**src/rtl/core/mvsm_pkg.sv**
```systemverilog
`timescale 1ns / 1ps
`default_nettype none
package mvsm_pkg;

    localparam int DEF_VOICES = 8;
    localparam int DEF_SAMPLE_ADDR_BITS = 16;

    localparam logic [1:0] KIND_FRAME  = 2'd0;
    localparam logic [1:0] KIND_SAMPLE = 2'd1;
    localparam logic [1:0] KIND_VOLUME = 2'd2;
    localparam logic [1:0] KIND_START  = 2'd3;

    localparam logic signed [15:0] CLIP_HIGH = 16'sh7fff;
    localparam logic signed [15:0] CLIP_LOW  = -16'sh8000;

    // Commands from the controller to the datapath.
    typedef struct packed {
        logic capture;     // register the accepted item
        logic do_sample;   // write the sample byte
        logic do_volume;   // write the volume entries
        logic do_start;    // start a voice
        logic clear_acc;   // clear accumulators for a new frame
        logic voice_check; // test the current voice and read its byte
        logic vol_read;    // read the volume tables with the byte
        logic vol_add;     // add the volume data and advance the voice
        logic next_voice;  // move to the next voice
        logic load_out;    // put the frame into the output register
    } mvsm_cmd_t;

    typedef struct packed {
        logic last_voice;
        logic out_busy;
        logic [1:0] kind;
    } mvsm_status_t;

endpackage
`default_nettype wire

```
**src/rtl/core/mvsm_ctrl.sv**
```systemverilog
`timescale 1ns / 1ps
`default_nettype none
module mvsm_ctrl
    import mvsm_pkg::*;
(
    input  wire logic         clk,
    input  wire logic         rst_n,
    input  wire logic         in_valid,
    output logic              in_stall,
    input  wire mvsm_status_t status,
    output mvsm_cmd_t         cmd
);

    typedef enum logic [2:0] {
        S_IDLE, S_DECODE, S_CHECK, S_VREAD, S_ADD, S_OUT
    } state_t;

    state_t state_reg, state_next;

    assign in_stall = (state_reg != S_IDLE);

    always_comb begin
        cmd = '0;
        state_next = state_reg;
        case (state_reg)
            S_IDLE: begin
                if (in_valid) begin
                    cmd.capture = 1'b1;
                    state_next = S_DECODE;
                end
            end
            S_DECODE: begin
                case (status.kind)
                    KIND_SAMPLE: begin
                        cmd.do_sample = 1'b1;
                        state_next = S_IDLE;
                    end
                    KIND_VOLUME: begin
                        cmd.do_volume = 1'b1;
                        state_next = S_IDLE;
                    end
                    KIND_START: begin
                        cmd.do_start = 1'b1;
                        state_next = S_IDLE;
                    end
                    default: begin
                        cmd.clear_acc = 1'b1;
                        state_next = S_CHECK;
                    end
                endcase
            end
            S_CHECK: begin
                cmd.voice_check = 1'b1;
                state_next = S_VREAD;
            end
            S_VREAD: begin
                cmd.vol_read = 1'b1;
                state_next = S_ADD;
            end
            S_ADD: begin
                cmd.vol_add = 1'b1;
                if (status.last_voice) begin
                    state_next = S_OUT;
                end
                else begin
                    cmd.next_voice = 1'b1;
                    state_next = S_CHECK;
                end
            end
            S_OUT: begin
                if (!status.out_busy) begin
                    cmd.load_out = 1'b1;
                    state_next = S_IDLE;
                end
            end
            default: begin
                state_next = S_IDLE;
            end
        endcase
    end

    always_ff @(posedge clk or negedge rst_n) begin
        if (!rst_n) begin
            state_reg <= S_IDLE;
        end
        else begin
            state_reg <= state_next;
        end
    end

endmodule
`default_nettype wire

```
**config.mk**
```make
export PLATFORM = sky130hd
export DESIGN_NAME = mvsm_ctrl
export DESIGN_NICKNAME = d
export VERILOG_FILES = /design/src/rtl/core/mvsm_pkg.sv /design/src/rtl/core/mvsm_ctrl.sv
export SDC_FILE = /design/constraint.sdc
export NUM_CORES = 1
export LEC_CHECK = 0
export BUFFER_PORTS_ARGS = -buffer_cell sky130_fd_sc_hd__buf_4
export CAP_MARGIN = 40
export CORE_AREA = 2 2 39 41
export CTS_CLUSTER_SIZE = 30
export DETAILED_ROUTE_END_ITERATION = 8
export DIE_AREA = 0 0 41 43
export PLACE_DENSITY = 0.43
export SYNTH_ARGS = -nofsm -noshare
export SYNTH_HDL_FRONTEND = slang
export SYNTH_SLANG_ARGS = --single-unit
```
**constraint.sdc**
```tcl
create_clock -name clk -period 1.3 [get_ports clk]
set_input_delay 0.26 -clock clk [delete_from_list [all_inputs] [get_ports clk]]
set_output_delay 0.26 -clock clk [all_outputs]
set_load 0.01 [all_outputs]
```
# [Word level (Yosys, flattened, before mapping)]
# Index checks and enable logic that the tools add are counted.
[totals] regBits=3 in_bits=7 output_inout_bits=11 wordCells=33
[classes] eq_ne=10 mux=18 reduce_logical=4
[op_table] op="$pmux W3 S6" n=1
[op_table] op="$mux W1" n=11
[op_table] op="$mux W3" n=3
[op_table] op="$eq A3 B2 Y1 const B" n=2
[op_table] op="$eq A3 B3 Y1 const B" n=2
[op_table] op="$eq A2 B2 Y1 const B" n=2
[op_table] op="$mux W2" n=2
[op_table] op="$mux W4" n=1
[op_table] op="$ne A2 B2 Y1 const B" n=2
[op_table] op="$eq A3 B1 Y1 const B" n=1
[op_table] op="$logic_not A3 Y1" n=1
[op_table] op="$reduce_bool A3 Y1" n=1
[op_table] op="$reduce_or A3 Y1" n=1
[op_table] op="$eq A2 B1 Y1 const B" n=1
[op_table] op="$reduce_and A2 Y1" n=1

# [Logic depth before layout (Yosys ltp)]
# Gate-level depths: netlist of the first run.
[depth] depth_word=4 depth_mapped=3 depth_no_buf=2

# [Least setup slack after synthesis of the first run]
# OpenSTA, ideal clock, no wires.
[synth_path] path_type="register -> output" startpoint="reg state_reg[0]" endpoint="out cmd[9] (netlist name)" arrival_ns=1.146 required_ns=1.040 path_slack_ns=-0.106 stages_incl_launch_ff=4 path_buffers=1 path_cell_list="dfrtp_1 -> buf_2 -> or3_1 -> nor2_1"
[synth_rtl] element="start, declared" line_no="mvsm_ctrl.sv:18" rtl="state_t state_reg, state_next;"
[synth_rtl] element="start signal, assigned" line_no="mvsm_ctrl.sv:87" rtl="state_reg <= state_next;"
[synth_rtl] element="end, declared" line_no="mvsm_ctrl.sv:11" rtl="output mvsm_cmd_t cmd"

==> results.toml, run 1 <==
[status]
status = "finished, violations left"
violations = "negative setup slack"

[route]
totalWireLength_microns = 921
wl_per_cell_microns = 11.2
ant_nets = 0
first_iter_violations = 3
vias_per_cell = 4.46
firstDrtPassIters = 3
dr_total_vias = 366
route.detailed.drc = 0

[sta]
worst_clock_skew_ns = 0.00384
relSlewSlack_pct = 85.0
rsz0062_at_grt = "yes"
hold_viol = 0
worst_pin_slew_ns = 0.221
fmax_mhz = 598
setup_viol = 13
fin_crit_sh_pct = 129
final_max_slew_viol_count = 0
fin_ws_ns = -0.373
period_minus_slack_ns = 1.67

[worst_setup_path]
critPathLaunchType = "flip-flop"
regToRegEndpoint = "state_reg[1]$_DFFE_PN0P_"
worst-path-buf-inv = 1
critPathTopFamily = "simple AND/OR/NAND/NOR gates"
critPathSlowestCell = "or4b_4"
cp.depth = 3
crit_end = "cmd[5]"
rr_worst_depth = 5
end_kind = "output port"
path_class = "flip-flop to output port"
r2r_setup_slack_ns = -0.25
cp_max_fo = 4
r2r-start = "state_reg[2]$_DFFE_PN0P_"
startpoint = "state_reg[2]$_DFFE_PN0P_"
worstPathArrival_ns = 1.41
max_stage_delay_ns = 0.57
required_ns = 1.04
path_cells = "or4b_4 -> nor2_4 -> buf_6"

[synthesis]
yosys.area.top_type = "dfrtp_1"
ys_top_cells_by_area = "dfrtp_1 28%, or4b_4 10%, nor2_1 6.9%"
synth_commonest_cells = "5 x nor2_1, 3 x dfrtp_1, 3 x inv_1"
syn_inst = 30
ys.flop_type = "dfrtp_1"
seq_area_frac_synth_pct = 27.6
synth_enable_flop_cells = 0
synth.most_common_cell = "nor2_1"
synth_cell_types = 17
avgSynthCellArea_sq_um = 9.05
syn-cell-area_sq_um = 272
synth_nets = 37
yosys_warnings = 0
synth_seq_cells = 3
synth-async-reset-ratio_pct = 100
synth_top_area_share_pct = 27.6

[die]
core_area_sq_um = 1380
die_w_microns = 41
die-height_microns = 43
fp.dieArea_sq_um = 1760
start_util_pct = 19.6
io_pins = 18
rows = 14

[place]
gp_congestion = 0.638
io_buffers = 17
placed_area_sq_um = 515
dpl.hpwl_microns = 719

[global_route]
grt_start_max_net_pins = 8
use_met1_pct = 10.7
gr-total-overflow = 0
grt_pass1_wl_microns = 1360
grt_util_all_layers_pct = 11.7
first_global_vias = 353
met2_usage_pct = 20.9
antenna_found_initial = 0
top_usage_layer = "met2"
use_met3_pct = 5.24

[finish]
drive_gt1_share_pct = 78.8
area_delta_synth_final_pct = 153
seqCellArea_sq_um = 75.1
fillers = 146
final_area_sq_um = 686
largest_register_ffs = 3
nNetsFinal = 74
n_antenna_cell = 0
multi_input_area_sq_um = 239

[pwr]
ir_drop_mv = 0.746
power.internal_uw = 879
p_leak_nw = 0.345
power.share.sequential_pct = 13.1
p_per_area_nw_per_um2 = 1960
switching_share_pct = 34.6
switchingPower_uw = 466
p_clk_share_pct = 11.8
p_total_mw = 1.34
comb_power_share_pct = 75.1

[clock_network]
clkTransAtPathRegs_ns = 0.04
clockBufferDepth = 2
cts_tree = "yes"
numCtsBuffers = 3
clock-root-buffer = "clkbuf_4"
clock_latency_ns = 0.23
clock-sinks = 3
htree_levels = 1

[flow_run]
drv_cap = 0

[worst_hold_path]
min_path_type = "input port to flip-flop"
==> placed cells by master (no fill, tap or decap) <==
cell type      instances
nor3b_4                2
a211o_1                1
nor2_1                 1
clkbuf_1               1
or4b_4                 2
dlygate4sd3_1          1
and3_1                 2
nor2_4                 3
buf_4                 21
buf_6                 13
dfrtp_1                3
clkbuf_4               3
mux2i_1                1
nand2b_4               1
and3b_2                1
nor4bb_2               1
inv_1                  2
nor2_2                 1
inv_2                  1
and4b_1                1
o32ai_2                1
o221ai_2               1
nand2b_1               1
or3_4                  1
==> metrics by stage <==
stage / setup slack (ns) / util, % / setup TNS (ns) / cells / hold slack, ns
global placement: -0.116 / 37.3 / -0.650 / 72 / 0.0489
finish: -0.373 / 49.5 / -3.27 / 82 / 0.280
detailed placement: -0.151 / 37.3 / -0.784 / 72 / 0.0514
global route: -0.417 / 49.5 / -3.95 / 82 / 0.286
CTS: -0.388 / 46.8 / -3.27 / 81 / 0.280
floorplan: -0.0216 / - / -0.0361 / 30 / -0.0356
==> power by group through the flow <==
stage	combinational [mW]	sequential, mW	clock, mW
final	1.01	0.176	0.159
after global placement	0.714	0.173	0
after floorplan	0.407	0.151	0
after global routing	1.08	0.181	0.179
after CTS	0.930	0.175	0.167
after detailed placement	0.727	0.175	0
==> worst reg2reg max path, cell delays in order (launching register included) <==
cell      delay (ns)
dfrtp_1         0.40
or4b_4          0.57
buf_4           0.16
buf_6           0.10
buf_6           0.10
o221ai_2        0.13
==> metal layers <==
layer | vias up | wire length [microns] | share of wire, %
met4 | 0 | 0 | 0
met2 | 17 | 532 | 58
met1 | 169 | 317 | 34
met3 | 0 | 71 | 7.7
met5 | - | 0 | 0
li1 | 180 | - | -
==> repair_timing <==
| action | in CTS | in global routing |
|---|---|---|
| pin swaps | 8 | 5 |
| setup endpoints to repair | 12 | 14 |
| buffers inserted | 4 | 3 |
| hold buffers | 1 | 0 |
| endpoints found under the hold margin | 3 | 0 |
| cloned | 0 | 0 |
| gates resized for setup | 14 | 9 |
==> cell type report <==
class | count | area share, %
Clock buffer | 4 | 3.83
Timing Repair Buffer | 35 | 45.8
Tap cell | 16 | 2.92
Inverter | 3 | 1.64
Multi-Input combinational cell | 21 | 34.9
Sequential cell | 3 | 10.9
==> logic make-up after synthesis <==
group / synth area share (%)
DFF: 27.6
muxes: 3.69
AOI/OAI and AO/OA: 12.0
buffers and inverters: 12.0
and+or+nand+nor: 44.7
==> worst min path at each step <==
stage	to	slack (ns)	depth (start not counted)	start
floorplan	state_reg[0]$_DFFE_PN0P_	-0.04	0	rst_n
global placement	state_reg[1]$_DFFE_PN0P_	0.05	1	rst_n
detailed placement	state_reg[1]$_DFFE_PN0P_	0.05	1	rst_n
CTS	state_reg[1]$_DFFE_PN0P_	0.28	2	status[1]
global route	state_reg[1]$_DFFE_PN0P_	0.29	2	status[1]
finish	state_reg[1]$_DFFE_PN0P_	0.28	2	status[1]
Power figures use the tool's default switching activity.
==> run 2: changes to the inputs <==
--- a/config.mk
+++ b/config.mk
@@ -12,6 +12,7 @@
 export DETAILED_ROUTE_END_ITERATION = 8
 export DIE_AREA = 0 0 41 43
 export PLACE_DENSITY = 0.43
+export SLEW_MARGIN = 20
 export SYNTH_ARGS = -nofsm -noshare
 export SYNTH_HDL_FRONTEND = slang
 export SYNTH_SLANG_ARGS = --single-unit
==> constraint.sdc (replaced) <==
create_clock -name clk -period 1.36 [get_ports clk]
set_input_delay 0.272 -clock clk [delete_from_list [all_inputs] [get_ports clk]]
set_output_delay 0.272 -clock clk [all_outputs]
set_load 0.01 [all_outputs]
==> run 2 against run 1 <==
Effect of this change:
- the run still ends with negative setup slack left
- highest routed layer unchanged
- critical endpoint is now cmd[7]
- clock skew shrank 0.0035 ns
- critical path type unchanged
- utilization decreased by 4.2 points
- total power fell by 14%
- non-clock buffer count shrank 4
- sequential power shrank 6%
==> results.toml, run 2 (synthesis gave the netlist of run 1 again) <==
[sta]
worst_pin_slew_ns = 0.243
fmax_mhz = 595
hold_viol = 0
rsz0062_at_grt = "yes"
fin_ws_ns = -0.321
relSlewSlack_pct = 83.7
period_minus_slack_ns = 1.68
holdWs_ns = 0.315
setup_viol = 11
fin_crit_sh_pct = 124
worst_clock_skew_ns = 0.000324
final_max_slew_viol_count = 0

[global_route]
antenna_found_initial = 0
gr-total-overflow = 0
first_global_vias = 313
grt_pass1_wl_microns = 1290
grt_start_max_net_pins = 10
grt_util_all_layers_pct = 11.1

[clock_network]
clock_latency_ns = 0.23
clock-root-buffer = "clkbuf_4"
clockBufferDepth = 2
numCtsBuffers = 3
htree_levels = 1
clock-sinks = 3
clkTransAtPathRegs_ns = 0.03
cts_tree = "yes"

[worst_setup_path]
required_ns = 1.09
critPathSlowestCell = "or4b_4"
path_class = "flip-flop to output port"
path_cells = "or4b_4 -> nor2_2 -> buf_4"
critPathLaunchType = "flip-flop"
worstPathArrival_ns = 1.41
end_kind = "output port"
r2r-start = "state_reg[1]$_DFFE_PN0P_"
max_stage_delay_ns = 0.57
cp_max_fo = 3
startpoint = "state_reg[1]$_DFFE_PN0P_"

[die]
die_w_microns = 41
rows = 14
io_pins = 18
die-height_microns = 43
core_area_sq_um = 1380
start_util_pct = 19.6
fp.dieArea_sq_um = 1760

[pwr]
p_leak_nw = 0.317
comb_power_share_pct = 72.7
power.share.sequential_pct = 14.3
p_clk_share_pct = 13.0
p_per_area_nw_per_um2 = 1840
switchingPower_uw = 402
ir_drop_mv = 0.758
power.internal_uw = 753
switching_share_pct = 34.8

[route]
vias_per_cell = 4.49
totalWireLength_microns = 876
ant_nets = 0
route.detailed.drc = 0
firstDrtPassIters = 2
dr_total_vias = 350
wl_per_cell_microns = 11.2
first_iter_violations = 2

[place]
io_buffers = 17
dpl.hpwl_microns = 668
gp_congestion = 0.635

[finish]
drive_gt1_share_pct = 75.8
n_antenna_cell = 0
area_delta_synth_final_pct = 131
fillers = 145
final_common_cell = "buf_4"
nNetsFinal = 70
most-common-layout-cells = "23 x buf_4, 7 x buf_6, 3 x nor2_2, 3 x clkbuf_4, 3 x dfrtp_1"
largest_register_ffs = 3
utilization_pct = 45.4

[worst_hold_path]
min_from = "status[1]"
min_path_type = "input port to flip-flop"

[status]
status = "finished, violations left"
violations = "negative setup slack"

[flow_run]
drv_cap = 0
run 2: cell count changes in the layout (fill, tap and decap cells not counted), moves of 2 or more:
| cell | delta |
|---|---|
| nor2_4 | -2 |
| buf_4 | +2 |
| nor2_2 | +2 |
| buf_6 | -6 |
run 2: what timing repair did:
action	CTS	global route
buffers inserted	1	4
setup endpoints to repair	11	11
pin swaps	7	6
resized for setup	6	13
hold buffers	1	0
endpoints found under the hold margin	3	0
run 2: power by group through the flow:
stage               clock network (mW)  logic, mW  registers [mW]
floorplan                            0      0.362           0.144
global placement                     0      0.585           0.166
detailed placement                   0      0.594           0.166
CTS                              0.158      0.684           0.165
global route                     0.166      0.900           0.175
finish                           0.150      0.840           0.165
run 2: worst paths after layout:
kind	to	slack [ns]	depth (start not counted)
min in group asynchronous	state_reg[2]$_DFFE_PN0P_	0.38	2
hold / removal	state_reg[1]$_DFFE_PN0P_	0.32	2
hold reg to reg	state_reg[0]$_DFFE_PN0P_	0.68	2
max in group asynchronous	state_reg[1]$_DFFE_PN0P_	0.89	2
setup reg to reg	state_reg[1]$_DFFE_PN0P_	0.07	4
setup / recovery	cmd[7]	-0.32	3
run 2: layout make-up:
cell class,count,area (sq um),share of cell area [%]
Clock buffer,4,26.3,4.18
Inverter,3,11.3,1.79
Multi-Input combinational cell,21,234,37.3
Sequential cell,3,75.1,12.0
Tap cell,16,20.0,3.19
Timing Repair Buffer,31,262,41.6
run 2: per-layer routing:
metal / track usage, % / vias up / routed length (microns)
met4: 6.00 / 0 / 0
met2: 18.1 / 15 / 507
li1: - / 171 / -
met1: 12.0 / 164 / 300
met5: 0 / - / 0
met3: 3.14 / 0 / 69
run 2: critical path, delay by kind of cell, from the launching register on:
kind          cells  cell delay, ns
flops             1            0.39
buf+inv           1            0.12
simple gates      2            0.67
run 2: per-stage QoR:
step                setup WS, ns  total power, mW  cell area [sq um]  instances  setup TNS [ns]
CTS                       -0.336             1.01                546         74           -2.30
finish                    -0.321             1.16                628         78           -2.27
detailed placement       -0.0925            0.759                465         68          -0.231
global route              -0.349             1.24                628         78           -2.84
global placement         -0.0759            0.751                465         68          -0.192
floorplan               -0.00824            0.506                279         30         -0.0165
==> run 3: changes to the inputs <==
--- a/config.mk
+++ b/config.mk
@@ -8,9 +8,11 @@
 export BUFFER_PORTS_ARGS = -buffer_cell sky130_fd_sc_hd__buf_4
 export CAP_MARGIN = 40
 export CORE_AREA = 2 2 39 41
+export CTS_BUF_LIST = sky130_fd_sc_hd__clkbuf_4
 export CTS_CLUSTER_SIZE = 30
 export DETAILED_ROUTE_END_ITERATION = 8
 export DIE_AREA = 0 0 41 43
+export GPL_TIMING_DRIVEN = 0
 export PLACE_DENSITY = 0.43
 export SLEW_MARGIN = 20
 export SYNTH_ARGS = -nofsm -noshare
==> run 3 against run 2 <==
Effect of this change:
- the flow still finishes with violations (negative setup slack)
- combinational power rose by 2%
- maximum frequency rose by 0.55%
- sequential share of layout area rose by 0.57 points
- design area fell by 4.6%
- worst setup slack improved by 0.0091 ns
- flip-flop and latch count did not move
- global-route usage rose by 1.5 points
- clock power rose by 14%
- critical path depth rose by 1
- critical path type unchanged
- largest power group unchanged
==> results.toml, run 3 (synthesis gave the netlist of run 1 again) <==
[die]
die-height_microns = 43
fp.dieArea_sq_um = 1760
core_area_sq_um = 1380
io_pins = 18
start_util_pct = 19.6
rows = 14
die_w_microns = 41

[worst_setup_path]
max_stage_delay_ns = 0.50
regToRegEndpoint = "state_reg[2]$_DFFE_PN0P_"
end_kind = "output port"
required_ns = 1.09
rr_worst_depth = 5
worstPathArrival_ns = 1.40
critPathLaunchType = "flip-flop"
path_cells = "buf_6 -> or4b_4 -> inv_2 -> buf_6"
r2r-start = "state_reg[1]$_DFFE_PN0P_"
r2r_setup_slack_ns = 0.02
crit_top_cell = "buf_6"
critPathTopFamily = "simple AND/OR/NAND/NOR gates"
critPathSlowestCell = "or4b_4"
worst-path-buf-inv = 3
cp_max_fo = 5
path_class = "flip-flop to output port"

[sta]
holdWs_ns = 0.281
worst_clock_skew_ns = 0.00133
relSlewSlack_pct = 83.2
period_minus_slack_ns = 1.67
rsz0062_at_grt = "yes"
fin_ws_ns = -0.312
fmax_mhz = 598
fin_crit_sh_pct = 123
hold_viol = 0
worst_pin_slew_ns = 0.251
setup_viol = 11
final_max_slew_viol_count = 0

[finish]
drive_gt1_share_pct = 72.9
area_delta_synth_final_pct = 121
largest_register_ffs = 3
most-common-layout-cells = "19 x buf_4, 7 x buf_6, 4 x clkbuf_4"
final_common_cell = "buf_4"
n_antenna_cell = 0
nNetsFinal = 67

[clock_network]
clock_latency_ns = 0.23
cts_tree = "yes"
clockBufferDepth = 2
htree_levels = 1
clock-root-buffer = "clkbuf_4"
clkTransAtPathRegs_ns = 0.04
numCtsBuffers = 3
clock-sinks = 3

[status]
violations = "negative setup slack"
status = "finished, violations left"

[flow_run]
drv_cap = 0

[worst_hold_path]
min_from = "status[1]"
min_path_cells = 2
holdPathEnd = "state_reg[1]$_DFFE_PN0P_"
min_path_type = "input port to flip-flop"

[global_route]
first_global_vias = 355
grt_pass1_wl_microns = 1480
grt_util_all_layers_pct = 12.6
antenna_found_initial = 0
gr-total-overflow = 0
grt_start_max_net_pins = 11

[route]
wl_per_cell_microns = 11.4
dr_total_vias = 337
firstDrtPassIters = 1
totalWireLength_microns = 852
first_iter_violations = 0
ant_nets = 0
vias_per_cell = 4.49
route.detailed.drc = 0

[pwr]
ir_drop_mv = 0.666
p_per_area_nw_per_um2 = 1970
p_leak_nw = 0.309
p_total_mw = 1.18

[place]
io_buffers = 17
preCtsSetupSlack_ns = -0.0854
dpl.hpwl_microns = 553
gp_congestion = 0.604
==> run 3: per-layer routing <==
| layer | vias to the layer above | GRT usage [%] | wire, microns |
|---|---|---|---|
| li1 | 165 | - | - |
| met1 | 159 | 12.7 | 326 |
| met2 | 13 | 21.3 | 466 |
| met3 | 0 | 4.71 | 59 |
| met4 | 0 | 6.00 | 0 |
| met5 | - | 0 | 0 |
==> run 3: worst reg2reg max path, stage by stage, from the launching register on <==
cell	delay, ns
dfrtp_1	0.38
buf_6	0.13
buf_4	0.14
and3b_2	0.23
buf_6	0.11
a211o_1	0.22
==> run 3: worst max path at each step <==
stage / start / end / cells past startpoint
after global routing: state_reg[1]$_DFFE_PN0P_ / cmd[1] / 4
after global placement: state_reg[2]$_DFFE_PN0P_ / cmd[1] / 4
after detailed placement: state_reg[1]$_DFFE_PN0P_ / cmd[1] / 4
after floorplan: state_reg[1]$_DFFE_PN0P_ / cmd[5] / 2
after CTS: state_reg[1]$_DFFE_PN0P_ / cmd[1] / 4
final: state_reg[1]$_DFFE_PN0P_ / cmd[1] / 4
==> run 3: metrics by stage <==
| step | util (%) | TNS, ns | cells | area (sq um) |
|---|---|---|---|---|
| after global placement | 30.8 | -0.300 | 63 | 427 |
| final | 43.3 | -2.16 | 75 | 599 |
| after floorplan | - | -0.0165 | 30 | 279 |
| after detailed placement | 30.8 | -0.368 | 63 | 427 |
| after global routing | 43.3 | -2.88 | 75 | 599 |
| after CTS | 40.9 | -2.28 | 74 | 566 |
==> run 3: cell type report <==
type / instances / area [sq um]
well taps: 16 / 20.0
clock buffers: 4 / 30.0
repair buffers: 25 / 221
flip-flops and latches: 3 / 75.1
plain buffers: 3 / 30.0
multi-input cells: 21 / 211
fillers: 147 / 785
inverters: 3 / 11.3
==> run 3: what timing repair did <==
item,4_1_cts,5_1_grt
pin swaps,6,5
setup buffers,6,1
resized for setup,10,6
hold endpoints to repair,3,0
setup endpoints to repair,11,12
hold buffers,1,0
==> run 3: where the power goes <==
group	switching, mW	internal [mW]
clock	0.0415	0.130
combinational	0.332	0.526
sequential	0.0240	0.127
